<file path="src/rtl/core/arc_pkg.sv">
package arc_pkg;

    localparam int TABLE_DEPTH = 16;
    localparam int IDX_W = $clog2(TABLE_DEPTH);
    localparam int CNT_W = $clog2(TABLE_DEPTH + 1);

    localparam int MIP_W = 8;
    localparam int MAC_W = 48;
    localparam int SOCK_W = 16;
    localparam int SOCK_OUT_W = 17;
    localparam int IN_DATA_W = 72;
    localparam int OUT_DATA_W = 80;

    localparam logic [1:0] OP_INSERT = 2'd0;
    localparam logic [1:0] OP_LOOKUP_MIP = 2'd1;
    localparam logic [1:0] OP_LOOKUP_MAC = 2'd2;

    localparam logic [1:0] STATUS_OK = 2'd0;
    localparam logic [1:0] STATUS_NOT_FOUND = 2'd1;
    localparam logic [1:0] STATUS_FULL = 2'd2;

    localparam logic [MIP_W-1:0] MISS_MIP = 8'd48;
    localparam logic [SOCK_OUT_W-1:0] MISS_SOCKET = '1;

    typedef struct packed {
        logic [SOCK_W-1:0] socket;
        logic [MAC_W-1:0]  mac;
        logic [MIP_W-1:0]  mip;
    } entry_t;

    localparam int ENTRY_W = $bits(entry_t);

    typedef enum logic {
        ST_IDLE,
        ST_SEARCH
    } state_t;

endpackage

</file>
<file path="src/rtl/core/arc_ram.sv">
module arc_ram #(
    parameter int WIDTH = 72,
    parameter int DEPTH = 16,
    parameter int ADDR_W = $clog2(DEPTH)
) (
    input  logic              clk,
    input  logic              wr_en,
    input  logic [ADDR_W-1:0] wr_addr,
    input  logic [WIDTH-1:0]  wr_data,
    input  logic [ADDR_W-1:0] rd_addr,
    output logic [WIDTH-1:0]  rd_data
);

    logic [WIDTH-1:0] mem [DEPTH];
    logic [WIDTH-1:0] rd_data_reg;

    always_ff @(posedge clk)
    begin
        if (wr_en)
        begin
            mem[wr_addr] <= wr_data;
        end
    end

    always_ff @(posedge clk)
    begin
        rd_data_reg <= mem[rd_addr];
    end

    assign rd_data = rd_data_reg;

endmodule

</file>
<file path="src/rtl/core/address_resolution_cache.sv">
// Insert and any request answered at once: result valid in the cycle after the transaction.
// Lookups walk the table newest to oldest, one synchronous memory read per entry:
// a result is registered on the first hit or once the oldest entry has been read.
// One request is in flight at a time; the next is taken when the result register frees.
// Reset (rst_n low, asynchronous) empties the table by clearing the entry count;
// the table memory itself is not cleared and needs no clearing pass.
module address_resolution_cache (
    input  logic        clk,
    input  logic        rst_n,
    input  logic        s_tvalid,
    output logic        s_tready,
    input  logic [71:0] s_tdata,  // mip_addr[7:0], mac_addr[55:8], socket_id[71:56]
    input  logic [1:0]  s_tuser,  // operation[1:0]
    output logic        m_tvalid,
    input  logic        m_tready,
    output logic [79:0] m_tdata,  // mac_out[47:0], socket_out[64:48], mip_out[72:65], zero
    output logic [1:0]  m_tuser   // status[1:0]
);

    arc_pkg::state_t state_reg, state_next;
    logic [arc_pkg::CNT_W-1:0] count_reg, count_next;
    logic [arc_pkg::IDX_W-1:0] idx_reg, idx_next;
    logic [1:0] op_reg, op_next;
    logic [arc_pkg::MIP_W-1:0] key_mip_reg, key_mip_next;
    logic [arc_pkg::MAC_W-1:0] key_mac_reg, key_mac_next;

    logic out_valid_reg, out_valid_next;
    logic [1:0] status_reg, status_next;
    logic [arc_pkg::MAC_W-1:0] mac_out_reg, mac_out_next;
    logic [arc_pkg::SOCK_OUT_W-1:0] sock_out_reg, sock_out_next;
    logic [arc_pkg::MIP_W-1:0] mip_out_reg, mip_out_next;

    logic s_fire;
    logic [1:0] in_op;
    arc_pkg::entry_t in_entry;
    arc_pkg::entry_t rd_entry;
    logic [arc_pkg::ENTRY_W-1:0] rd_data;
    logic [arc_pkg::IDX_W-1:0] rd_addr;
    logic wr_en;
    logic not_full;
    logic hit;
    logic [arc_pkg::CNT_W-1:0] count_m1;

    assign in_op = s_tuser;
    assign in_entry.mip = s_tdata[7:0];
    assign in_entry.mac = s_tdata[55:8];
    assign in_entry.socket = s_tdata[71:56];

    assign s_tready = (state_reg == arc_pkg::ST_IDLE) && (!out_valid_reg || m_tready);
    assign s_fire = s_tvalid && s_tready;
    assign not_full = count_reg < arc_pkg::CNT_W'(arc_pkg::TABLE_DEPTH);
    assign wr_en = s_fire && (in_op == arc_pkg::OP_INSERT) && not_full;
    assign count_m1 = count_reg - 1'b1;
    assign rd_addr = (state_reg == arc_pkg::ST_IDLE) ? count_m1[arc_pkg::IDX_W-1:0]
                                                     : idx_reg - 1'b1;
    assign rd_entry = rd_data;
    assign hit = (op_reg == arc_pkg::OP_LOOKUP_MIP) ? (rd_entry.mip == key_mip_reg)
                                                    : (rd_entry.mac == key_mac_reg);

    arc_ram #(
        .WIDTH(arc_pkg::ENTRY_W),
        .DEPTH(arc_pkg::TABLE_DEPTH),
        .ADDR_W(arc_pkg::IDX_W)
    ) u_table (
        .clk(clk),
        .wr_en(wr_en),
        .wr_addr(count_reg[arc_pkg::IDX_W-1:0]),
        .wr_data(in_entry),
        .rd_addr(rd_addr),
        .rd_data(rd_data)
    );

    always_comb
    begin
        state_next = state_reg;
        count_next = count_reg;
        idx_next = idx_reg;
        op_next = op_reg;
        key_mip_next = key_mip_reg;
        key_mac_next = key_mac_reg;
        out_valid_next = out_valid_reg && !m_tready;
        status_next = status_reg;
        mac_out_next = mac_out_reg;
        sock_out_next = sock_out_reg;
        mip_out_next = mip_out_reg;
        case (state_reg)
            arc_pkg::ST_IDLE:
            begin
                if (s_fire)
                begin
                    op_next = in_op;
                    key_mip_next = in_entry.mip;
                    key_mac_next = in_entry.mac;
                    if (in_op == arc_pkg::OP_INSERT)
                    begin
                        out_valid_next = 1'b1;
                        status_next = not_full ? arc_pkg::STATUS_OK : arc_pkg::STATUS_FULL;
                        mac_out_next = '0;
                        sock_out_next = '0;
                        mip_out_next = '0;
                        if (not_full)
                        begin
                            count_next = count_reg + 1'b1;
                        end
                    end
                    else if (((in_op == arc_pkg::OP_LOOKUP_MIP) ||
                              (in_op == arc_pkg::OP_LOOKUP_MAC)) &&
                             (count_reg != '0))
                    begin
                        idx_next = count_m1[arc_pkg::IDX_W-1:0];
                        state_next = arc_pkg::ST_SEARCH;
                    end
                    else
                    begin
                        out_valid_next = 1'b1;
                        status_next = arc_pkg::STATUS_NOT_FOUND;
                        mac_out_next = '0;
                        sock_out_next = arc_pkg::MISS_SOCKET;
                        mip_out_next = arc_pkg::MISS_MIP;
                    end
                end
            end
            arc_pkg::ST_SEARCH:
            begin
                if (hit)
                begin
                    out_valid_next = 1'b1;
                    status_next = arc_pkg::STATUS_OK;
                    mac_out_next = rd_entry.mac;
                    sock_out_next = {1'b0, rd_entry.socket};
                    mip_out_next = rd_entry.mip;
                    state_next = arc_pkg::ST_IDLE;
                end
                else if (idx_reg == '0)
                begin
                    out_valid_next = 1'b1;
                    status_next = arc_pkg::STATUS_NOT_FOUND;
                    mac_out_next = '0;
                    sock_out_next = arc_pkg::MISS_SOCKET;
                    mip_out_next = arc_pkg::MISS_MIP;
                    state_next = arc_pkg::ST_IDLE;
                end
                else
                begin
                    idx_next = idx_reg - 1'b1;
                end
            end
            default:
            begin
                state_next = arc_pkg::ST_IDLE;
            end
        endcase
    end

    always_ff @(posedge clk or negedge rst_n)
    begin
        if (!rst_n)
        begin
            state_reg <= arc_pkg::ST_IDLE;
            count_reg <= '0;
            out_valid_reg <= 1'b0;
        end
        else
        begin
            state_reg <= state_next;
            count_reg <= count_next;
            out_valid_reg <= out_valid_next;
        end
    end

    always_ff @(posedge clk)
    begin
        idx_reg <= idx_next;
        op_reg <= op_next;
        key_mip_reg <= key_mip_next;
        key_mac_reg <= key_mac_next;
        status_reg <= status_next;
        mac_out_reg <= mac_out_next;
        sock_out_reg <= sock_out_next;
        mip_out_reg <= mip_out_next;
    end

    assign m_tvalid = out_valid_reg;
    assign m_tuser = status_reg;
    assign m_tdata = {7'b0, mip_out_reg, sock_out_reg, mac_out_reg};

`ifndef ASSERT_OFF
    a_count_bound: assert property (@(posedge clk) disable iff (!rst_n)
        count_reg <= arc_pkg::CNT_W'(arc_pkg::TABLE_DEPTH))
        else $error("Entry count exceeds table depth.");

    a_no_result_while_search: assert property (@(posedge clk) disable iff (!rst_n)
        (state_reg == arc_pkg::ST_SEARCH) |-> !out_valid_reg)
        else $error("Result pending while a search is running.");

    a_insert_counts: assert property (@(posedge clk) disable iff (!rst_n)
        wr_en |=> (count_reg == $past(count_reg) + 1'b1))
        else $error("Accepted insert did not advance the entry count.");

    a_search_ends: assert property (@(posedge clk) disable iff (!rst_n)
        ((state_reg == arc_pkg::ST_SEARCH) && (hit || (idx_reg == '0)))
        |=> (out_valid_reg && (state_reg == arc_pkg::ST_IDLE)))
        else $error("Finished search did not produce a result.");
`endif

endmodule

</file>
<file path="config.mk">
export PLATFORM = sky130hd
export DESIGN_NAME = address_resolution_cache
export DESIGN_NICKNAME = d
export VERILOG_FILES = /design/src/rtl/core/arc_pkg.sv /design/src/rtl/core/arc_ram.sv /design/src/rtl/core/address_resolution_cache.sv
export SDC_FILE = /design/constraint.sdc
export NUM_CORES = 1
export LEC_CHECK = 0
export BUFFER_PORTS_ARGS = -buffer_cell sky130_fd_sc_hd__buf_4
export CORE_MARGIN = 4
export CORE_UTILIZATION = 36
export DETAILED_ROUTE_END_ITERATION = 8
export PLACE_DENSITY = 0.56
export RECOVER_POWER = 100
export SYNTH_ARGS = -nofsm -noshare
export SYNTH_HDL_FRONTEND = slang
export SYNTH_HIERARCHICAL = 1
export SYNTH_SLANG_ARGS = --single-unit
export TNS_END_PERCENT = 50
</file>
<file path="constraint.sdc">
create_clock -name clk -period 21.1 [get_ports clk]
set_input_delay 2.11 -clock clk [delete_from_list [all_inputs] [get_ports clk]]
set_output_delay 2.11 -clock clk [all_outputs]
set_load 0.01 [all_outputs]
</file>
# Yosys cells after proc, flatten, opt, wreduce, memory -nomap -nowiden
# Memories as Yosys holds them, arrays and structs flattened. A register that Yosys moved wholly into a read port is not among the register bits.
# Index checks and enable logic that the tools add are counted.
# totals
memories,1
elab_cells,93
reg_bits,144
ram_bits,1152
# op_classes
reduce_logical,17
eq_ne,12
bitwise_logic,1
magnitude_cmp,1
addsub,3
n_mux,47
# memory_table
name,depth,word_bits,read_ports,rd_clocked_by_memory_dff,write_ports,line_no,source
u_table.mem,16,72,1,1,1,arc_ram.sv:14,logic [WIDTH-1:0] mem [DEPTH];
# ops
operator,count
$mux 48,5
$pmux 48 s2,1
$mux 17,5
$eq 48x48->1,1
$mux 8,5
$pmux 17 s2,1
$mux 4,6
$pmux 8 s2,1
$mux 1,13
$mux 2,6
$eq 8x8->1,1
$ne 2x2->1 const B,4
$pmux 4 s2,1
$sub 4x1->4 const B,2
$logic_and 1x1->1,6
$add 5x1->5 const B,1
$lt 5x5->1 const B,1
$reduce_and 5->1,1
$reduce_bool 5->1,1
$eq 2x1->1 const B,2
$logic_not 4->1,1
$pmux 1 s2,2
$pmux 2 s2,1
$reduce_and 4->1,1
other kinds (10),12

# Depth between registers and ports, before layout
# Gate-level depths: netlist of run 1.
# logic_depth
word_depth,8
mapped_depth,11
depth_no_buf,9

# Modules after synthesis
# Netlist of run 1, hierarchy kept.
# modules_own_cells
module,seq_area_each_um2,instances,cells_per_inst,area_each_um2
arc_ram,36034.6,1,1850,44552.7
address_resolution_cache,4259.1,1,452,6379.9

# Worst setup path before layout of run 1
# No wires, ideal clock.
# synth_path
path_type,input to register
startpoint,input port m_tready
endpoint,"memory u_table.mem[0][0], enable pin"
setup_slack_ns,12.169
setup_ns,0.590
cell_stages,5
arrival_time_ns,8.340
cell_sequence,nand2b_1 nand2_1 nor4b_2 or3b_2 nor3_1
# synth_via
elab_chain_cells,7
# synth_lines
item,line_no,source
from (decl),address_resolution_cache.sv:15,"input logic m_tready,"
$logic_or 1x1->1,address_resolution_cache.sv:49,assign s_tready = (state_reg == arc_pkg::ST_IDLE) && (!out_valid_reg || m_tready);
$logic_and 1x1->1,address_resolution_cache.sv:49,
$logic_and 1x1->1,address_resolution_cache.sv:50,assign s_fire = s_tvalid && s_tready;
$logic_and 1x1->1 (2 in a row),address_resolution_cache.sv:52,assign wr_en = s_fire && (in_op == arc_pkg::OP_INSERT) && not_full;
via wr_en,address_resolution_cache.sv:39,logic wr_en;
$mux 1,arc_ram.sv:19,if (wr_en)
$mux 1 (implied by the code),arc_ram.sv:21,mem[wr_addr] <= wr_data;
to (decl),arc_ram.sv:14,
# The timed path passes the listed nets, and every way through them passes these cells.

# Worst setup path after layout of run 1
# layout_path
startpoint,register state_reg
endpoint,register u_table.rd_data_reg[39] (netlist: u_table/rd_data[39]) (read register of u_table.mem)
# layout_via
elab_chain_cells,1
# layout_lines
item,line_no,source
from (decl),address_resolution_cache.sv:20,"arc_pkg::state_t state_reg, state_next;"
from (signal assigned),address_resolution_cache.sv:159,state_reg <= arc_pkg::ST_IDLE;
from (signal assigned),address_resolution_cache.sv:165,state_reg <= state_next;
$mux 4,address_resolution_cache.sv:54,assign rd_addr = (state_reg == arc_pkg::ST_IDLE) ? count_m1[arc_pkg::IDX_W-1:0]
to (decl),arc_ram.sv:15,logic [WIDTH-1:0] rd_data_reg;
# Every way passes these cells.
# A chain may end at the register's enable or synchronous reset.

==> results.yml, run 1 <==
synth:
  synth_fa_ha_area_share_pct: 0.0983
  yosysTopAreaCellShare_pct: 75.9
  synth.area.top_cells: "edfxtp_1, mux4_2, dfxtp_1, a22oi_1, nand2_1"
  synth_compound_gate_area_share_pct: 2.90
  avgSynthCellArea_um2: 22.1
  synth_xor_area_share_pct: 0.911
  syn_area_um2: 50900
  synth-async-reset-ratio_pct: 0.512
  synth_largest_area_cell: "edfxtp_1"
  synth-edff-count: 1288
  synthSimpleGateAreaFrac_pct: 2.69
  synth.distinct_cells: 47
  synth_top_family_by_area: "multiplexers"
  ys_warn_count: 6
  ys.flop_type: "edfxtp_1"
  ys_seq_elements: 1367
  postSynthCellCount: 2302
  synthMuxAreaShare_pct: 12.8
  yosysSeqAreaShare_pct: 79.1
worst_setup_path:
  timing.critical_path.mode_cell: "clkbuf_1"
  path_cells: "mux2i_4 -> clkbuf_1 -> ha_1 -> clkinvlp_2 -> clkbuf_1 -> mux4_2 -> a22oi_1 -> nand2_1"
  critPathKind: "reg2reg"
  start_kind: "flop"
  critPathSlowestCell: "clkinvlp_2"
  worstSetupPathDepth: 8
  path_delay_family: "buffers and inverters"
  reg2reg_depth: 8
  crit_buf_inv: 3
  arrival_ns: 13.22
  endpoint_kind: "flop"
  worst-path-max-fanout: 106
  cp.required_ns: 21.72
  critPathMaxStageDelay_ns: 4.21
route:
  via_count: 23900
  first_pass_iters: 5
  drt-initial-drc-count: 2254
  routedWlPerCell_um: 27.3
  ant_nets: 0
  drc: 0
  finalWirelength_um: 124000
  viasPerCell: 5.29
die:
  core-area_um2: 140000
  initial_utilization_pct: 36.4
  io_pins: 162
  die_w_um: 384
  die_area_um2: 148000
  core.rowCount: 137
  die_h_um: 384
timing:
  post-route-period-util_pct: 59.7
  period_minus_slack_ns: 12.60
  rsz0062_at_grt: "no"
  setup_tns_ns: 0
  hold_viol: 0
  max_freq_mhz: 79.4
  hold_ws_ns: 0.536
  fin_skew_ns: 0.0337
  worst_slew_pin_slew_ns: 5.77
  setup_viol: 0
  slew_headroom_pct: -287
  finalMaxSlewViolations: 1679
status:
  violations: "max-capacitance violations, max-slew violations"
  run_status: "finished with violations"
power_and_ir_drop:
  seqPwrFrac_pct: 35.6
  p_int_w: 0.00636
  power.total_w: 0.00952
  power_density_nw_per_um2: 164
  vdd_ir_drop_max_mv: 0.236
  p_sw_w: 0.00316
  pwr-share-comb_pct: 38.6
  leakagePower_nw: 18.2
  clockPowerShare_pct: 25.8
  swShare_pct: 33.2
final_layout:
  area_growth_pct: 14.0
  post-route-cell-area_um2: 58100
  fin_nets: 2608
  fin_cells: 4524
  largest_reg_flops: 1152
  final_layout_size_suffix_gt1_share_pct: 19.1
placed_design:
  portBuffers: 154
  dp_cells: 4256
  placed_area_um2: 54200
  place.gp.congestion: 0.781
  place_hpwl_um: 69400
global_routing:
  grt-ovfl-total: 0
  grt_pass1_vias: 25500
  grt_pass1_wl_um: 180000
  grtUsageTotal_pct: 16.8
  grt_max_degree: 117
  antenna_found_initial: 8
clocking:
  cts_hold_buf: 0
  h-tree-depth: 4
  cts.sinks: 1367
  cts_inserted_buffers: 144
  clockBufferDepth: 3
  clkTransAtPathRegs_ns: 0.06
  cts_setup_buffers: 0
  worstSkewPairLatency_ns: 0.76
  cts_root_buf: "clkbuf_16"
  cts_resized: 0
  tritoncts: "built"
min_path:
  whs_path_depth: 1
  hold_class: "reg2reg"
flow_run:
  cap_violations: 42
layout make-up:
type	count	area, um^2
Sequential cell	1367	40300
Tap cell	1876	2350
Antenna cell	3	7.51
Clock inverter	53	562
Fill cell	12300	82000
Clock buffer	212	4080
Multi-Input combinational cell	808	9930
Inverter	11	42.5
Timing Repair Buffer	194	790
stage by stage:
step,util (%),setup slack (ns)
2_1_floorplan,-,12.17
3_3_place_gp,38.7,14.96
3_5_place_dp,38.7,14.87
4_1_cts,42.0,15.13
5_1_grt,41.4,7.45
6_report,41.5,8.50
layout by cell type (no fill, tap or decap), types with 3 or more instances in the layout:
cell / n
clkbuf_16: 149
a21oi_1: 20
clkinv_2: 13
conb_1: 7
dfxtp_1: 72
a2111oi_0: 4
bufinv_16: 8
o21ai_0: 3
ha_1: 4
nand3b_1: 3
inv_1: 10
a22oi_1: 144
xor2_1: 24
nand2_1: 100
nor3_1: 6
nor2b_1: 16
nand4_1: 13
edfxtp_1: 1288
nand3_1: 6
buf_4: 11
nor4_1: 10
diode_2: 3
a21bo_1: 18
and3b_1: 36
clkinv_1: 19
dfrtp_1: 7
clkbuf_8: 11
clkinv_8: 8
nor2_1: 43
nand2b_1: 7
clkbuf_1: 233
xnor2_1: 29
mux4_2: 288
power by group through the flow:
stage,Clock (W),Combinational (W),Sequential (W)
4_1_cts,0.00252,0.00352,0.00339
2_1_floorplan,0,0.00240,0.00339
3_3_place_gp,0,0.00348,0.00344
3_5_place_dp,0,0.00351,0.00344
5_1_grt,0.00264,0.00393,0.00341
6_report,0.00246,0.00367,0.00339
metal layers:
| layer | track usage (%) | vias up | wire length, um |
|---|---|---|---|
| met5 | 0 | - | 43 |
| met1 | 23.4 | 12900 | 52800 |
| li1 | - | 10100 | - |
| met2 | 27.1 | 786 | 60500 |
| met4 | 3.87 | 6 | 1990 |
| met3 | 3.50 | 168 | 8270 |
synth_stat cells, drive strengths merged, types with 4 or more instances:
| cell type | count |
|---|---|
| a21bo | 18 |
| edfxtp | 1288 |
| nand2b | 7 |
| nor3 | 6 |
| mux4 | 288 |
| inv | 11 |
| a22oi | 144 |
| buf | 57 |
| xor2 | 24 |
| nand3 | 6 |
| nor4 | 11 |
| and3b | 36 |
| nor2 | 45 |
| clkbuf | 65 |
| a2111oi | 4 |
| ha | 4 |
| dfrtp | 7 |
| nand2 | 100 |
| xnor2 | 29 |
| dfxtp | 72 |
| nor2b | 18 |
| a21oi | 20 |
| nand4 | 13 |
cells by family after synthesis:
logic type,Yosys count
XOR/XNOR,53
multiplexers,291
AO/OA/AOI/OAI,196
adder cells (fa/ha/maj),4
flip-flops,1367
buffers and inverters,133
other,1
AND/OR/NAND/NOR,257
final timing paths:
kind                       slack, ns         start                   to
min in group asynchronous       1.26         rst_n             m_tvalid
min reg2reg                     0.54  count_reg[4]         count_reg[4]
max                             8.50     state_reg  u_table/rd_data[39]
max in group asynchronous      19.53         rst_n         count_reg[3]
min                             0.54  count_reg[4]         count_reg[4]
max reg2reg                     8.50     state_reg  u_table/rd_data[39]
Power figures use the tool's default switching activity.
==> run 2, diff against run 1 <==
--- a/config.mk
+++ b/config.mk
@@ -9,7 +9,7 @@
 export CORE_MARGIN = 4
 export CORE_UTILIZATION = 36
 export DETAILED_ROUTE_END_ITERATION = 8
-export PLACE_DENSITY = 0.56
+export PLACE_DENSITY = 0.58
 export RECOVER_POWER = 100
 export SYNTH_ARGS = -nofsm -noshare
 export SYNTH_HDL_FRONTEND = slang
==> constraint.sdc (replaced) <==
create_clock -name clk -period 10.55 [get_ports clk]
set_input_delay 1.055 -clock clk [delete_from_list [all_inputs] [get_ports clk]]
set_output_delay 1.055 -clock clk [all_outputs]
set_load 0.01 [all_outputs]
==> results.yml, run 2 (synthesis results as in run 1) <==
status:
  run_status: "finished with violations"
  violations: "max-capacitance violations, max-slew violations"
power_and_ir_drop:
  swShare_pct: 33.4
  p_int_w: 0.0123
  leakagePower_nw: 18.4
  power_density_nw_per_um2: 316
  clockPowerShare_pct: 27.5
  pwr-share-comb_pct: 35.8
  p_sw_w: 0.00617
  seqPwrFrac_pct: 36.6
  vdd_ir_drop_max_mv: 0.352
worst_setup_path:
  endpoint_kind: "flop"
  arrival_ns: 7.79
  cp.required_ns: 10.86
  start_kind: "flop"
  critPathKind: "reg2reg"
  worst-path-max-fanout: 46
timing:
  fin_skew_ns: 0.0254
  setup_viol: 0
  slew_headroom_pct: -196
  worst_slew_pin_slew_ns: 4.44
  hold_viol: 0
  finalMaxSlewViolations: 915
  hold_ws_ns: 0.226
  rsz0062_at_grt: "no"
  max_freq_mhz: 134
  post-route-period-util_pct: 70.9
  setup_tns_ns: 0
  period_minus_slack_ns: 7.48
placed_design:
  place_hpwl_um: 68300
  place.gp.congestion: 0.782
  dp_cells: 4262
  placed_area_um2: 54300
  portBuffers: 154
global_routing:
  grt_pass1_wl_um: 180000
  grtUsageTotal_pct: 16.8
  antenna_found_initial: 8
  grt_pass1_vias: 25200
  grt-ovfl-total: 0
  grt_max_degree: 109
die:
  core.rowCount: 137
  die_w_um: 384
  die_h_um: 384
  initial_utilization_pct: 36.4
  core-area_um2: 140000
  io_pins: 162
  die_area_um2: 148000
flow_run:
  cap_violations: 29
route:
  ant_nets: 0
  drt-initial-drc-count: 2301
  finalWirelength_um: 124000
  drc: 0
  first_pass_iters: 7
  viasPerCell: 5.31
  routedWlPerCell_um: 27.5
  via_count: 24000
clocking:
  cts_inserted_buffers: 141
  tritoncts: "built"
  cts.sinks: 1367
  cts_root_buf: "clkbuf_16"
  h-tree-depth: 4
  clkTransAtPathRegs_ns: 0.06
  clockBufferDepth: 3
  cts_setup_buffers: 0
  worstSkewPairLatency_ns: 0.76
  cts_resized: 0
  cts_hold_buf: 0
final_layout:
  final_cell_mix: "edfxtp_1, mux4_2, clkbuf_1, a22oi_1, clkbuf_16"
  post-route-cell-area_um2: 58300
  final_layout_size_suffix_gt1_share_pct: 20.8
  largest_reg_flops: 1152
  fin_cells: 4528
  area_growth_pct: 14.6
  fin_nets: 2611
  final_common_cell: "edfxtp_1"
min_path:
  hold_class: "in2async"
run 2: changes by cell type in the layout (fill, tap and decap cells not counted), moves of 4 or more:
cell,previous run,this run
clkbuf_1,233,196
clkinv_2,13,23
clkbuf_16,149,143
nor2_1,43,37
inv_6,1,5
clkbuf_8,11,15
nor2_4,2,8
buf_4,11,29
bufinv_16,8,17
run 2: final cells by class:
| cell class | instances | area, um^2 |
|---|---|---|
| fill | 12200 | 81700 |
| sequential | 1367 | 40300 |
| multi-input combinational | 808 | 9970 |
| clock buffer | 185 | 3890 |
| tap | 1876 | 2350 |
| clock inverter | 75 | 913 |
| timing repair buffer | 200 | 877 |
| inverter | 11 | 48.8 |
| antenna | 6 | 15.0 |
run 2: worst max-delay path: stages (launching register included):
cell	delay (ns)
dfrtp_1	1.08
nor4b_1	1.58
or3b_2	0.56
nor2_1	2.03
clkbuf_1	1.75
run 2: worst paths after layout:
kind / from / endpoint / cells after the start / slack, ns
worst max-delay path: state_reg / u_table/mem[3][25] / 4 / 3.07
worst min-delay path: rst_n / m_tvalid / 1 / 0.23
worst max register to register: state_reg / u_table/mem[3][25] / 4 / 3.07
worst min register to register: count_reg[4] / count_reg[4] / 1 / 0.56
max in group asynchronous: rst_n / state_reg / 1 / 9.98
min in group clk: s_tuser[1] / op_reg[1] / 1 / 0.52
run 2: per-stage QoR:
step | power, W | utilization, % | setup WS, ns
detailed placement | 0.0137 | 38.8 | 5.30
finish | 0.0185 | 41.7 | 3.07
global route | 0.0194 | 41.7 | 2.66
CTS | 0.0188 | 42.2 | 5.37
global placement | 0.0136 | 38.8 | 5.38
floorplan | 0.0116 | - | 2.67
run 2: power by group through the flow:
| stage | sequential, W | clock, W | combinational [W] |
|---|---|---|---|
| floorplan | 0.00678 | 0 | 0.00480 |
| global placement | 0.00687 | 0 | 0.00676 |
| detailed placement | 0.00687 | 0 | 0.00682 |
| CTS | 0.00676 | 0.00520 | 0.00685 |
| global route | 0.00680 | 0.00543 | 0.00712 |
| finish | 0.00677 | 0.00509 | 0.00661 |
run 2: metal layers:
metal | up-vias | GRT usage, % | part of all wire [%]
met5 | - | 0 | 0.028
met3 | 174 | 3.93 | 7.2
met2 | 869 | 27.2 | 49
li1 | 10100 | - | -
met4 | 6 | 4.26 | 2.0
met1 | 12900 | 23.2 | 42
